## src/sv/flsp_pkg.sv

```systemverilog
`timescale 1ns / 1ps
// ----------------------------------------------------------------------------
// flsp_pkg
// Shared widths, register indexes and types of the flap lever position block.
// ----------------------------------------------------------------------------
package flsp_pkg;

    localparam int SAMPLE_W  = 16;
    localparam int CAL_W     = 13;
    localparam int LEVEL_W   = 3;
    localparam int POS_W     = 11;
    localparam int TENTHS_W  = 6;
    localparam int NUM_CAL   = 7;
    localparam int CFG_IDX_W = 3;

    localparam int SAMPLE_MAX   = 4096;
    localparam int FILTER_SHIFT = 2;     // filter gain 1/4
    localparam int DECIMATE     = 5;
    localparam int TENTHS_SCALE = 10;

    // register indexes
    localparam logic [CFG_IDX_W-1:0] REG_LEVEL_COUNT = 3'd0;
    localparam logic [CFG_IDX_W-1:0] REG_CAL_0       = 3'd1;

    // datapath widths of the mapping
    localparam int STEP_W    = CAL_W + 1;   // signed segment step
    localparam int NUM_W     = 18;          // signed numerator before clamp
    localparam int UNUM_W    = 16;          // clamped numerator
    localparam int DIV_W     = 24;          // dividend and shifted divisor
    localparam int FRAC_BITS = 8;
    localparam int POS_QBITS = POS_W;
    localparam int TEN_QBITS = TENTHS_W;
    localparam int CNT_W     = 4;

    typedef struct packed {
        logic [POS_W-1:0]    pos;
        logic [TENTHS_W-1:0] tenths;
        logic                changed;
    } flsp_result_t;

endpackage

```

## src/sv/flsp_front.sv

```systemverilog
`timescale 1ns / 1ps
// ----------------------------------------------------------------------------
// flsp_front
// Saturates samples, runs the first-order filter and picks every fifth value.
// ----------------------------------------------------------------------------
module flsp_front
    import flsp_pkg::*;
(
    input  logic                clk,
    input  logic                rst_n,
    input  logic                in_valid,
    output logic                in_stall,
    input  logic [SAMPLE_W-1:0] sample,
    input  logic                q_full,
    output logic                q_push,
    output logic [CAL_W-1:0]    q_data
);

    localparam logic [2:0] LAST_PHASE = 3'(DECIMATE - 1);

    logic [CAL_W-1:0]        filt_reg, filt_next;
    logic [2:0]              phase_reg, phase_next;
    logic [CAL_W-1:0]        x_sat;
    logic signed [STEP_W-1:0] diff, diff_q;
    logic                    accept;

    assign in_stall = (phase_reg == LAST_PHASE) && q_full;
    assign accept   = in_valid && !in_stall;

    always_comb
    begin
        x_sat = (sample > SAMPLE_W'(SAMPLE_MAX)) ? CAL_W'(SAMPLE_MAX) : sample[CAL_W-1:0];
        diff  = $signed({1'b0, x_sat}) - $signed({1'b0, filt_reg});
        // division by 4 truncating toward zero
        if (diff < 0)
        begin
            diff_q = (diff + STEP_W'(3)) >>> FILTER_SHIFT;
        end
        else
        begin
            diff_q = diff >>> FILTER_SHIFT;
        end
        filt_next  = filt_reg + diff_q[CAL_W-1:0];
        phase_next = (phase_reg == LAST_PHASE) ? 3'd0 : phase_reg + 3'd1;
    end

    assign q_push = accept && (phase_reg == LAST_PHASE);
    assign q_data = filt_next;

    always_ff @(posedge clk or negedge rst_n)
    begin
        if (!rst_n)
        begin
            filt_reg  <= '0;
            phase_reg <= '0;
        end
        else if (accept)
        begin
            filt_reg  <= filt_next;
            phase_reg <= phase_next;
        end
    end

endmodule

```

## src/sv/flsp_fifo.sv

```systemverilog
`timescale 1ns / 1ps
// ----------------------------------------------------------------------------
// flsp_fifo
// Small register queue of filtered readings between front and back.
// ----------------------------------------------------------------------------
module flsp_fifo #(
    parameter int WIDTH = 13,
    parameter int DEPTH = 2
) (
    input  logic             clk,
    input  logic             rst_n,
    input  logic             push,
    input  logic [WIDTH-1:0] wdata,
    input  logic             pop,
    output logic [WIDTH-1:0] rdata,
    output logic             full,
    output logic             empty
);

    localparam int PTR_W = (DEPTH > 1) ? $clog2(DEPTH) : 1;
    localparam int CNT_W = $clog2(DEPTH + 1);

    logic [WIDTH-1:0] mem_reg [DEPTH];
    logic [PTR_W-1:0] wr_ptr_reg, rd_ptr_reg;
    logic [CNT_W-1:0] count_reg;

    assign full  = (count_reg == CNT_W'(DEPTH));
    assign empty = (count_reg == '0);
    assign rdata = mem_reg[rd_ptr_reg];

    always_ff @(posedge clk)
    begin
        if (push)
        begin
            mem_reg[wr_ptr_reg] <= wdata;
        end
    end

    always_ff @(posedge clk or negedge rst_n)
    begin
        if (!rst_n)
        begin
            wr_ptr_reg <= '0;
            rd_ptr_reg <= '0;
            count_reg  <= '0;
        end
        else
        begin
            if (push)
            begin
                wr_ptr_reg <= (wr_ptr_reg == PTR_W'(DEPTH - 1)) ? '0 : wr_ptr_reg + 1'b1;
            end
            if (pop)
            begin
                rd_ptr_reg <= (rd_ptr_reg == PTR_W'(DEPTH - 1)) ? '0 : rd_ptr_reg + 1'b1;
            end
            if (push && !pop)
            begin
                count_reg <= count_reg + 1'b1;
            end
            else if (pop && !push)
            begin
                count_reg <= count_reg - 1'b1;
            end
        end
    end

    no_overflow: assert property (@(posedge clk) disable iff (!rst_n) !(push && full))
        else $error("queue written while full");
    no_underflow: assert property (@(posedge clk) disable iff (!rst_n) !(pop && empty))
        else $error("queue read while empty");
    count_in_range: assert property (@(posedge clk) disable iff (!rst_n)
        count_reg <= CNT_W'(DEPTH))
        else $error("queue count beyond depth");

endmodule

```

## src/sv/flsp_back.sv

```systemverilog
`timescale 1ns / 1ps
// ----------------------------------------------------------------------------
// flsp_back
// Maps a filtered reading to a lever position: segment search, exact
// fraction, clamp and two shift-subtract divisions into the output register.
// ----------------------------------------------------------------------------
module flsp_back
    import flsp_pkg::*;
#(
    parameter int NLEV = 7
) (
    input  logic               clk,
    input  logic               rst_n,
    input  logic [LEVEL_W-1:0] n_levels,
    input  logic [CAL_W-1:0]   cal [NLEV],
    input  logic               q_empty,
    input  logic [CAL_W-1:0]   q_data,
    output logic               q_pop,
    input  logic               out_stall,
    output logic               out_valid,
    output flsp_result_t       result
);

    localparam int WK_W = $clog2(NLEV);

    localparam logic [2:0] ST_IDLE  = 3'd0;
    localparam logic [2:0] ST_SEL   = 3'd1;
    localparam logic [2:0] ST_NUM   = 3'd2;
    localparam logic [2:0] ST_CLAMP = 3'd3;
    localparam logic [2:0] ST_POS   = 3'd4;
    localparam logic [2:0] ST_TEN   = 3'd5;
    localparam logic [2:0] ST_FIN   = 3'd6;

    logic [2:0]               state_reg;
    logic [CAL_W-1:0]         v_reg;
    logic [WK_W-1:0]          wk_reg;
    logic [CAL_W-1:0]         base_reg;
    logic signed [STEP_W-1:0] step_reg;
    logic signed [NUM_W-1:0]  snum_reg;
    logic [CAL_W-1:0]         den_reg;
    logic [UNUM_W-1:0]        num_reg;
    logic [DIV_W-1:0]         rem_reg, dsr_reg;
    logic [POS_QBITS-1:0]     q_reg;
    logic [CNT_W-1:0]         cnt_reg;
    logic [POS_W-1:0]         pos_reg;
    logic [TENTHS_W-1:0]      last_tenths_reg;
    logic                     out_valid_reg;
    flsp_result_t             result_reg;

    // segment search
    logic                     small_n;
    logic [LEVEL_W-1:0]       n_m1;
    logic [WK_W-1:0]          last_idx, first_idx, wk_sel, s_idx;
    logic                     desc, hit;
    logic signed [STEP_W-1:0] step_raw, step_sel;

    assign small_n  = (n_levels < LEVEL_W'(2));
    assign n_m1     = n_levels - 1'b1;
    assign last_idx = small_n ? '0 : WK_W'(n_m1);
    assign desc     = cal[0] > cal[last_idx];

    always_comb
    begin
        hit       = 1'b0;
        first_idx = '0;
        for (int i = 0; i < NLEV; i++)
        begin
            if (!hit && (LEVEL_W'(i) < n_levels) &&
                (desc ? (v_reg > cal[i]) : (v_reg < cal[i])))
            begin
                hit       = 1'b1;
                first_idx = WK_W'(i);
            end
        end
        if (hit)
        begin
            wk_sel = (first_idx == '0) ? '0 : first_idx - 1'b1;
        end
        else
        begin
            wk_sel = last_idx;
        end
        // the last position reuses the step of the segment before it
        s_idx    = (wk_sel == last_idx && wk_sel != '0) ? wk_sel - 1'b1 : wk_sel;
        step_raw = $signed({1'b0, cal[WK_W'(s_idx + 1'b1)]}) - $signed({1'b0, cal[s_idx]});
        if (step_raw == '0)
        begin
            step_sel = desc ? -STEP_W'(1) : STEP_W'(1);
        end
        else
        begin
            step_sel = step_raw;
        end
    end

    // numerator wk*step + (v - cal_wk), sign folded into the numerator
    logic signed [NUM_W-1:0] prod, offs, snum;
    logic [CAL_W-1:0]        den_abs;

    always_comb
    begin
        prod = $signed({{(NUM_W - WK_W){1'b0}}, wk_reg}) *
               $signed({{(NUM_W - STEP_W){step_reg[STEP_W-1]}}, step_reg});
        offs = $signed({{(NUM_W - CAL_W){1'b0}}, v_reg}) -
               $signed({{(NUM_W - CAL_W){1'b0}}, base_reg});
        snum = prod + offs;
        if (step_reg < 0)
        begin
            snum    = -snum;
            den_abs = CAL_W'(-step_reg);
        end
        else
        begin
            den_abs = CAL_W'(step_reg);
        end
    end

    logic [UNUM_W-1:0] lim, num_cl;

    always_comb
    begin
        lim = UNUM_W'(n_m1) * UNUM_W'(den_reg);
        if (snum_reg < 0)
        begin
            num_cl = '0;
        end
        else if (snum_reg > $signed({{(NUM_W - UNUM_W){1'b0}}, lim}))
        begin
            num_cl = lim;
        end
        else
        begin
            num_cl = snum_reg[UNUM_W-1:0];
        end
    end

    // one quotient bit per cycle
    logic             sub_ok;
    logic [DIV_W-1:0] rem_sub;

    assign sub_ok  = (rem_reg >= dsr_reg);
    assign rem_sub = sub_ok ? rem_reg - dsr_reg : rem_reg;

    logic                load_out;
    logic [TENTHS_W-1:0] tenths_q;

    assign tenths_q = q_reg[TENTHS_W-1:0];
    assign load_out = (state_reg == ST_FIN) && (!out_valid_reg || !out_stall);
    assign q_pop    = (state_reg == ST_IDLE) && !q_empty;

    always_ff @(posedge clk)
    begin
        unique case (state_reg)
            ST_IDLE:
            begin
                v_reg <= q_data;
            end
            ST_SEL:
            begin
                wk_reg   <= wk_sel;
                base_reg <= cal[wk_sel];
                step_reg <= step_sel;
            end
            ST_NUM:
            begin
                snum_reg <= small_n ? '0 : snum;
                den_reg  <= small_n ? CAL_W'(1) : den_abs;
            end
            ST_CLAMP:
            begin
                num_reg <= num_cl;
                rem_reg <= DIV_W'(num_cl) << FRAC_BITS;
                dsr_reg <= DIV_W'(den_reg) << (POS_QBITS - 1);
                q_reg   <= '0;
            end
            ST_POS:
            begin
                if (cnt_reg == '0)
                begin
                    pos_reg <= {q_reg[POS_QBITS-2:0], sub_ok};
                    rem_reg <= DIV_W'(num_reg) * DIV_W'(TENTHS_SCALE);
                    dsr_reg <= DIV_W'(den_reg) << (TEN_QBITS - 1);
                    q_reg   <= '0;
                end
                else
                begin
                    rem_reg <= rem_sub;
                    dsr_reg <= dsr_reg >> 1;
                    q_reg   <= {q_reg[POS_QBITS-2:0], sub_ok};
                end
            end
            ST_TEN:
            begin
                rem_reg <= rem_sub;
                dsr_reg <= dsr_reg >> 1;
                q_reg   <= {q_reg[POS_QBITS-2:0], sub_ok};
            end
            ST_FIN:
            begin
                if (load_out)
                begin
                    result_reg.pos     <= pos_reg;
                    result_reg.tenths  <= tenths_q;
                    result_reg.changed <= (tenths_q != last_tenths_reg);
                end
            end
            default:
            begin
            end
        endcase
    end

    always_ff @(posedge clk or negedge rst_n)
    begin
        if (!rst_n)
        begin
            state_reg       <= ST_IDLE;
            cnt_reg         <= '0;
            last_tenths_reg <= '0;
            out_valid_reg   <= 1'b0;
        end
        else
        begin
            if (out_valid_reg && !out_stall && !load_out)
            begin
                out_valid_reg <= 1'b0;
            end
            unique case (state_reg)
                ST_IDLE:
                begin
                    if (!q_empty)
                    begin
                        state_reg <= ST_SEL;
                    end
                end
                ST_SEL:
                begin
                    state_reg <= ST_NUM;
                end
                ST_NUM:
                begin
                    state_reg <= ST_CLAMP;
                end
                ST_CLAMP:
                begin
                    cnt_reg   <= CNT_W'(POS_QBITS - 1);
                    state_reg <= ST_POS;
                end
                ST_POS:
                begin
                    if (cnt_reg == '0)
                    begin
                        cnt_reg   <= CNT_W'(TEN_QBITS - 1);
                        state_reg <= ST_TEN;
                    end
                    else
                    begin
                        cnt_reg <= cnt_reg - 1'b1;
                    end
                end
                ST_TEN:
                begin
                    if (cnt_reg == '0)
                    begin
                        state_reg <= ST_FIN;
                    end
                    else
                    begin
                        cnt_reg <= cnt_reg - 1'b1;
                    end
                end
                ST_FIN:
                begin
                    if (load_out)
                    begin
                        out_valid_reg   <= 1'b1;
                        last_tenths_reg <= tenths_q;
                        state_reg       <= ST_IDLE;
                    end
                end
                default:
                begin
                    state_reg <= ST_IDLE;
                end
            endcase
        end
    end

    assign out_valid = out_valid_reg;
    assign result    = result_reg;

    logic [POS_W-1:0] pos_lim;
    assign pos_lim = small_n ? '0 : (POS_W'(n_m1) << FRAC_BITS);

    pos_in_range: assert property (@(posedge clk) disable iff (!rst_n)
        out_valid_reg |-> (result_reg.pos <= pos_lim))
        else $error("lever position beyond last calibrated level");
    last_tracks_out: assert property (@(posedge clk) disable iff (!rst_n)
        load_out |=> (last_tenths_reg == result_reg.tenths))
        else $error("last tenths not updated with reported value");
    pop_only_idle: assert property (@(posedge clk) disable iff (!rst_n)
        q_pop |=> (state_reg == ST_SEL))
        else $error("queue popped outside idle");

endmodule

```

## src/sv/flap_sensor_lever_position.sv

```systemverilog
`timescale 1ns / 1ps
// ----------------------------------------------------------------------------
// flap_sensor_lever_position
// Flap sensor filtering and piecewise linear lever position calibration.
// ----------------------------------------------------------------------------
// Usage:
//   Input channel (in_valid / in_stall / sample) takes one ADC sample per
//   transaction, one per cycle while the two-entry queue has room. Every
//   fifth sample the filtered reading enters the queue; in_stall rises only
//   when that fifth sample finds the queue full.
//   Output channel (out_valid / out_stall / lever_position, lever_tenths,
//   changed) carries one result per five samples from an output register.
//   From the fifth sample to out_valid the steps are: queue pop, segment
//   search, numerator, clamp, the shift-subtract divider that produces the
//   Q3.8 position and then the tenths, and the output load. The mapping
//   unit takes one reading at a time and pops the next only when idle.
//   The mapping unit starts the next reading while a result waits; a held
//   out_stall finally backs up into the queue and then into in_stall.
//   Configuration: cfg_write with cfg_index 0 (level_count) or 1..7 (cal_0..
//   cal_6), taken at once; write only while idle.
//   Reset clears filter, sample phase, last tenths and all calibration.
// ----------------------------------------------------------------------------
module flap_sensor_lever_position
    import flsp_pkg::*;
#(
    parameter int MAX_LEVELS = 7
) (
    input  logic                 clk,
    input  logic                 rst_n,
    input  logic                 in_valid,
    output logic                 in_stall,
    input  logic [SAMPLE_W-1:0]  sample,
    output logic                 out_valid,
    input  logic                 out_stall,
    output logic [POS_W-1:0]     lever_position,
    output logic [TENTHS_W-1:0]  lever_tenths,
    output logic                 changed,
    input  logic                 cfg_write,
    input  logic [CFG_IDX_W-1:0] cfg_index,
    input  logic [CAL_W-1:0]     cfg_data
);

    localparam int NLEV    = (MAX_LEVELS < NUM_CAL) ? MAX_LEVELS : NUM_CAL;
    localparam int Q_DEPTH = 2;

    logic [LEVEL_W-1:0] level_count_reg;
    logic [CAL_W-1:0]   cal_reg [NLEV];
    logic [LEVEL_W-1:0] n_levels;

    always_ff @(posedge clk or negedge rst_n)
    begin
        if (!rst_n)
        begin
            level_count_reg <= '0;
            for (int i = 0; i < NLEV; i++)
            begin
                cal_reg[i] <= '0;
            end
        end
        else if (cfg_write)
        begin
            if (cfg_index == REG_LEVEL_COUNT)
            begin
                level_count_reg <= cfg_data[LEVEL_W-1:0];
            end
            // entries past the usable level count are never read
            for (int i = 0; i < NLEV; i++)
            begin
                if (cfg_index == CFG_IDX_W'(REG_CAL_0 + i))
                begin
                    cal_reg[i] <= cfg_data;
                end
            end
        end
    end

    assign n_levels = (level_count_reg > LEVEL_W'(NLEV)) ? LEVEL_W'(NLEV) : level_count_reg;

    logic             q_push, q_pop, q_full, q_empty;
    logic [CAL_W-1:0] q_wdata, q_rdata;
    flsp_result_t     result;

    flsp_front u_front (
        .clk      (clk),
        .rst_n    (rst_n),
        .in_valid (in_valid),
        .in_stall (in_stall),
        .sample   (sample),
        .q_full   (q_full),
        .q_push   (q_push),
        .q_data   (q_wdata)
    );

    flsp_fifo #(
        .WIDTH (CAL_W),
        .DEPTH (Q_DEPTH)
    ) u_fifo (
        .clk   (clk),
        .rst_n (rst_n),
        .push  (q_push),
        .wdata (q_wdata),
        .pop   (q_pop),
        .rdata (q_rdata),
        .full  (q_full),
        .empty (q_empty)
    );

    flsp_back #(
        .NLEV (NLEV)
    ) u_back (
        .clk       (clk),
        .rst_n     (rst_n),
        .n_levels  (n_levels),
        .cal       (cal_reg),
        .q_empty   (q_empty),
        .q_data    (q_rdata),
        .q_pop     (q_pop),
        .out_stall (out_stall),
        .out_valid (out_valid),
        .result    (result)
    );

    assign lever_position = result.pos;
    assign lever_tenths   = result.tenths;
    assign changed        = result.changed;

endmodule

```

## config.mk

```make
export PLATFORM = sky130hd
export DESIGN_NAME = flap_sensor_lever_position
export DESIGN_NICKNAME = d
export VERILOG_FILES = /design/src/sv/flsp_pkg.sv /design/src/sv/flsp_front.sv /design/src/sv/flsp_fifo.sv /design/src/sv/flsp_back.sv /design/src/sv/flap_sensor_lever_position.sv
export SDC_FILE = /design/constraint.sdc
export NUM_CORES = 1
export LEC_CHECK = 0
export ABC_AREA = 1
export BUFFER_PORTS_ARGS = -buffer_cell sky130_fd_sc_hd__buf_4
export CORE_UTILIZATION = 45
export DETAILED_ROUTE_END_ITERATION = 7
export PLACE_DENSITY = 0.69
export SYNTH_ARGS = -nofsm -noshare
export SYNTH_HDL_FRONTEND = slang
export SYNTH_HIERARCHICAL = 1
export SYNTH_SLANG_ARGS = --single-unit
```

## constraint.sdc

```tcl
create_clock -name clk -period 11.6 [get_ports clk]
set_clock_uncertainty 0.1 [all_clocks]
set_input_delay 1.16 -clock clk [delete_from_list [all_inputs] [get_ports clk]]
set_output_delay 1.16 -clock clk [all_outputs]
set_load 0.005 [all_outputs]
```

**Word level (Yosys, flattened, before mapping)**

Memory sizes are Yosys's and may differ from the RTL's. A register that Yosys moved wholly into a read port is not among the register bits.
Index checks and enable logic that the tools add are counted.

- Bits in registers: 292
- Word-level logic and storage cells: 241
- Output and inout port bits: 20
- Bits in writable memories: 26
- Memories: 1
- Bits of input ports: 37

Memory list:

| name | words | bits a word | rd ports | clocked after memory_dff | wr ports | line | source |
|---|---|---|---|---|---|---|---|
| u_fifo.mem_reg | 2 | 13 | 1 | 1 | 1 | flsp_fifo.sv:23 | `logic [WIDTH-1:0] mem_reg [DEPTH];` |

- Muxes and demuxes: 70
- $lt $le $gt $ge: 34
- Multipliers: 3
- Reductions and logical operators: 58
- Bitwise logic cells: 4
- $add $sub $neg: 19
- Eq/ne operators: 22

Operators by type and width:

| kind | count |
|---|---|
| $bmux 13 s3 | 4 |
| $pmux 24 s3 | 2 |
| $mux 13 | 11 |
| $gt 13x13->1 | 8 |
| $lt 13x13->1 | 7 |
| $mux 24 | 2 |
| $mux 3 | 15 |
| $sub 13x13->14 | 3 |
| $mux 16 | 2 |
| $pmux 10 s3 | 1 |
| $lt 14x1->1 const B | 2 |
| $mux 14 | 2 |
| $eq 3x3->1 const B | 8 |
| $ge 24x24->1 | 1 |
| $sub 24x24->24 | 1 |
| $logic_and 1x1->1 | 23 |
| $mux 23 | 1 |
| $mux 1 | 22 |
| $reduce_and 2->1 | 11 |
| $pmux 3 s7 | 1 |
| $mul 16x3->19 const B | 1 |
| $add 18x18->18 | 1 |
| $gt 18x17->1 | 1 |
| $lt 18x1->1 const B | 1 |
| other kinds (41) | 79 |

**Depth between registers and ports, before layout**

- Depth in word-level cells: 50
- Depth in mapped cells: 70

**By module**

The synthesis kept the hierarchy.

Modules (own cells, without submodules):

| module | times used | area each (µm²) | cells an instance |
|---|---|---|---|
| flsp_back | 1 | 20692.3 | 2844 |
| flap_sensor_lever_position | 1 | 3707.3 | 427 |
| flsp_front | 1 | 2498.6 | 402 |
| flsp_fifo | 1 | 1144.8 | 65 |

**Least setup slack after synthesis**

No wires, ideal clock.

- Kind: flip-flop to flip-flop
- From: reg level_count_reg[0]
- To: reg u_back.step_reg[10], data pin
- Stages on the path, launching flop included: 67
- Library setup time: 134 ps
- Path slack: 1524 ps
- Arrival time: 9842 ps
- Path through: dfrtp_1 -> clkbuf_1 -> clkbuf_1 -> clkinv_1 -> clkbuf_1 -> ha_1 -> clkbuf_1 -> nor2_1 -> clkbuf_1 -> clkbuf_1 -> o21ai_0 -> o221ai_1 -> o21ai_0 -> ha_1 -> nand2_1 -> nor2_1 -> nand2_1 -> nand3_1 -> [31 not listed] -> inv_1 -> fa_1 -> nand3_1 -> nand2_1 -> a21oi_1 -> inv_1 -> a21oi_1 -> o21ai_0 -> a21oi_1 -> o21bai_1 -> a21oi_1 -> nor2_1 -> nor2_1 -> xor2_1 -> nand4_1 -> or2_2 -> clkbuf_1 -> nand2_1

- Longest elaborated chain between the ends: 50
- Elaborated cells between the ends (all ways): 78
- Those cells by class: add/sub (5); order compare (10); eq/ne (1); mux (36); bitwise (3); reduce/logical (23)

Ends and longest elaborated chain:

| what | line | source |
|---|---|---|
| start: declaration | flap_sensor_lever_position.sv:46 | `logic [LEVEL_W-1:0] level_count_reg;` |
| start signal: assignment | flap_sensor_lever_position.sv:64 | `level_count_reg <= cfg_data[LEVEL_W-1:0];` |
| $gt 3x3->1 | flap_sensor_lever_position.sv:77 | `assign n_levels = (level_count_reg > LEVEL_W'(NLEV)) ? LEVEL_W'(NLEV) : level_count_reg;` |
| $mux 3 (*) | flap_sensor_lever_position.sv:77 |  |
| via n_levels[0] | flap_sensor_lever_position.sv:48 | `logic [LEVEL_W-1:0] n_levels;` |
| parallel branches: the longest is 47 deep, another holds $gt 13x13->1 | n/a |  |
| $mux 14 (*) | flsp_back.sv:86 | `if (step_raw == '0)` |
| via u_back.step_sel[10] | flsp_back.sv:55 | `logic signed [STEP_W-1:0] step_raw, step_sel;` |
| end signal: assignment | flsp_back.sv:162 | `step_reg <= step_sel;` |
| end: declaration | flsp_back.sv:38 | `logic signed [STEP_W-1:0] step_reg;` |

Mark *: on every way through the listed nets, which the timed path passes. The select of a mux whose other input is x is not followed.
A chain may end at the register's enable or synchronous reset.

**Final worst setup path**

- From: reg level_count_reg[1]
- To: reg u_back.step_reg[2], data pin

- Longest elaborated chain between the ends: 50
- Elaborated cells between the ends (all ways): 78
- Those cells by class: add/sub (5); order compare (10); eq/ne (1); mux (36); bitwise (3); reduce/logical (23)

Ends and longest elaborated chain:

| what | line |
|---|---|
| $gt 3x3->1 | flap_sensor_lever_position.sv:77 |
| $mux 3 (*) | flap_sensor_lever_position.sv:77 |
| parallel branches: the longest is 47 deep, another holds $gt 13x13->1 | n/a |
| $mux 14 (*) | flsp_back.sv:86 |
| via u_back.step_sel[2] | flsp_back.sv:55 |

Marks and branches as above.

==> summary.md <==
| Metric | Value |
|---|---|
| Status | finished, final reports clean |
| Post-CTS Hold Buffers | 0 |
| DRC errors left | 0 |
| Rows | 91 |
| CP required | 11.93 ns |
| Layout cells sized above 1 | 6.87% |
| Crit Path Max Fanout | 29 |
| Register Area | 0.00927 mm2 |
| Gpl congestion | 0.992 |
| Maxcap violations | 0 |
| Yosys warns | 6 |
| Initial Util | 45.5% |
| Post-synthesis sequential area ratio | 33.1% |
| Netlist cell types | 63 |
| Antenna violations before repair | 2 |
| EDFF count, synth | 202 |
| I/O Pins | 57 |
| Slowest cell on crit path | o21bai_2 |
| Critical path buffers and inverters | 13 |
| Post-synthesis instance area | 0.0280 mm2 |
| Main combinational cell family by area after synthesis | simple AND/OR/NAND/NOR gates |
| Layout area overhead | 8.83% |
| Setup Fix Bufs, Post-CTS | 0 |
| Sink Count | 330 |
| Number of CTS-inserted buffers | 38 |
| CTS tree | built |
| Final period utilization | 90.9% |
| Critical Path End | u_back/step_reg[2] |
| Final setup TNS | 0 ns |
| First DRT Iteration DRCs | 2,160 |
| Clock transition at path regs | 0.06 ns |
| Actual slew at the worst max-slew pin | 1.22 ns |
| Reg2Reg Depth | 62 |
| Mapped Cells | 3,738 |
| FMAX | 0.0948 GHz |
| DIE HEIGHT | 252 um |
| Crit path time final | 10.55 ns |
| Final Cell Area | 0.0305 mm2 |
| Drt total wl | 80,600 um |
| Vias in the first global route | 23,400 |
| Port Buffers | 56 |
| Mux share of post-synthesis cell area | 0.558% |
| Critical Path End Type | register |
| Die X-Extent | 252 um |
| Floorplan Core Area | 0.0616 mm2 |
| Cell Area, Placed | 0.0292 mm2 |
| First drt pass iteration count | 6 |
| Worst reg2reg path startpoint | level_count_reg[1] |
| Post-Synth XOR/XNOR Area | 2.90% |
| Mapped Nets | 4,110 |
| Via count | 25,000 |
| Post-DP HPWL | 61,700 um |
| WHS | 0.319 ns |
| Clock Latency Late Sink | 0.57 ns |
| Clock Path Buffers | 3 |
| Total grt overflow | 0 |
| Ys flop type | edfxtp_1 |
| Worst hold path class | register to register |
| Max FFs per register | 91 |
| CP most frequent cell | nand2_1 |
| FF-to-FF setup slack | 1.05 ns |
| Final Hold Fails | 0 |
| Max stage delay on crit path | 0.49 ns |
| Post-route ant nets | 0 |
| Critical R2R Capture | u_back/step_reg[2] |
| H-tree levels | 2 |
| Die ar. | 0.0633 mm2 |
| Slew Viols, Final | 0 |
| Post-CTS sizing | 0 |
| Post-synthesis compound-gate area fraction | 12.7% |
| Worst path depth | 62 |
| Mean Syn Cell Area | 7.50 um2 |
| Multi-input combinational cell area | 0.0161 mm2 |
| First-pass GRT wire length | 128,000 um |
| Post-synthesis simple-gate area fraction | 24.8% |
| Filler instances | 6,026 |
| CP Launch Type | register |
| Seq cells post-synth | 330 |
| Fin worst setup slack | 1.05 ns |
| Routed length per instance | 17.5 um |
| Place WS | 1.27 ns |
| Largest delay share family, worst path | simple AND/OR/NAND/NOR gates |
| Final setup viols | 0 |
| Via density | 5.42 |
| Critical path class | register to register |
| Arr. time, crit path | 10.88 ns |
| Unrepaired setup endpoints after global routing | false |
| Worst Setup SP | level_count_reg[1] |
| Largest net degree at the start of global routing | 75 |
| Max-slew headroom | 18.4% |
| Final nets | 4,113 |
| Post-synthesis async set-or-reset flop share | 38.8% |
| Global-route usage over all layers | 25.6% |
| CTS root buf | clkbuf_16 |
| Post-synthesis adder-cell area fraction | 16.2% |
| Min-delay src | u_back/q_reg[9] |
==> layer usage <==
metal	vias to the layer above	track usage [%]	share of wire, %
met5	-	0	0
met1	11600	34.6	43
met2	924	41.3	46
li1	12400	-	-
met3	156	4.18	7.4
met4	0	8.97	3.3
==> through the flow <==
step           util (%)  instances
2_1_floorplan         -       3738
5_1_grt            49.5       4608
3_5_place_dp       47.4       4538
3_3_place_gp       47.4       4538
4_1_cts            49.5       4608
6_report           49.5       4609
==> logic make-up after synthesis <==
logic type	count (synthesis)
and+or+nand+nor	1639
AOI/OAI and AO/OA	629
DFF	330
adders and majority gates	335
muxes	14
xor gates and xnor gates	93
buffers and inverters	698
==> cell usage in the layout (no fill, tap or decap), types with 9 or more instances in the layout <==
cell | netlist | layout
dfrtp_1 | 128 | 128
nor2_1 | 222 | 217
or2_2 | 9 | 9
inv_2 | 19 | 20
o21ai_0 | 231 | 230
o221ai_1 | 20 | 20
edfxtp_1 | 202 | 202
a31oi_1 | 26 | 26
o21ai_1 | 9 | 9
nand2_1 | 978 | 977
o211ai_1 | 24 | 24
clkinv_1 | 10 | 11
o21bai_1 | 16 | 16
clkbuf_16 | 0 | 38
buf_4 | 5 | 88
nor2_2 | 7 | 12
mux2_2 | 13 | 13
ha_1 | 288 | 288
nand3_1 | 298 | 298
a21oi_1 | 227 | 226
inv_1 | 543 | 542
o22ai_1 | 32 | 32
xnor2_1 | 35 | 35
xor2_1 | 58 | 58
nand2_2 | 18 | 19
nor3_1 | 43 | 43
nand3_2 | 9 | 9
nand4_1 | 20 | 20
fa_1 | 47 | 47
nor4_1 | 9 | 9
==> cell type report <==
class / instances / area share [%]
well taps: 837 / 3.43
flip-flops and latches: 330 / 30.4
multi-input cells: 2710 / 52.6
clock inverters: 21 / 0.927
inverters: 572 / 7.04
diodes: 1 / 0.00820
repair buffers: 89 / 2.20
clock buffers: 49 / 3.38
==> how the worst min path moves through the flow <==
stage                                     to  slack, ns  cells after the start
after floorplan           u_back/pos_reg[10]       0.30                      0
after CTS                 u_back/pos_reg[10]       0.32                      0
final                     u_back/pos_reg[10]       0.32                      0
after detailed placement  u_back/pos_reg[10]       0.30                      0
after global routing       u_back/result[11]       0.32                      0
after global placement     u_back/result[15]       0.30                      0
==> cells in the mapped netlist (32+ instances only) <==
library cell	n	area share (%)
o21ai_0	231	4.1
nand2_1	978	13
ha_1	288	13
inv_1	543	7.3
buf_2	32	0.57
edfxtp_1	202	22
a21oi_1	227	4.1
xnor2_1	35	1.1
nor3_1	43	0.77
xor2_1	58	1.8
fa_1	47	3.4
nor2_1	222	3.0
clkbuf_1	77	1.0
nand3_1	298	5.3
dfrtp_1	128	11
o22ai_1	32	0.71
Power is left out: the tool's default activity adds up to more than one toggle a clock period on the data nets, which glitch-free logic cannot reach.
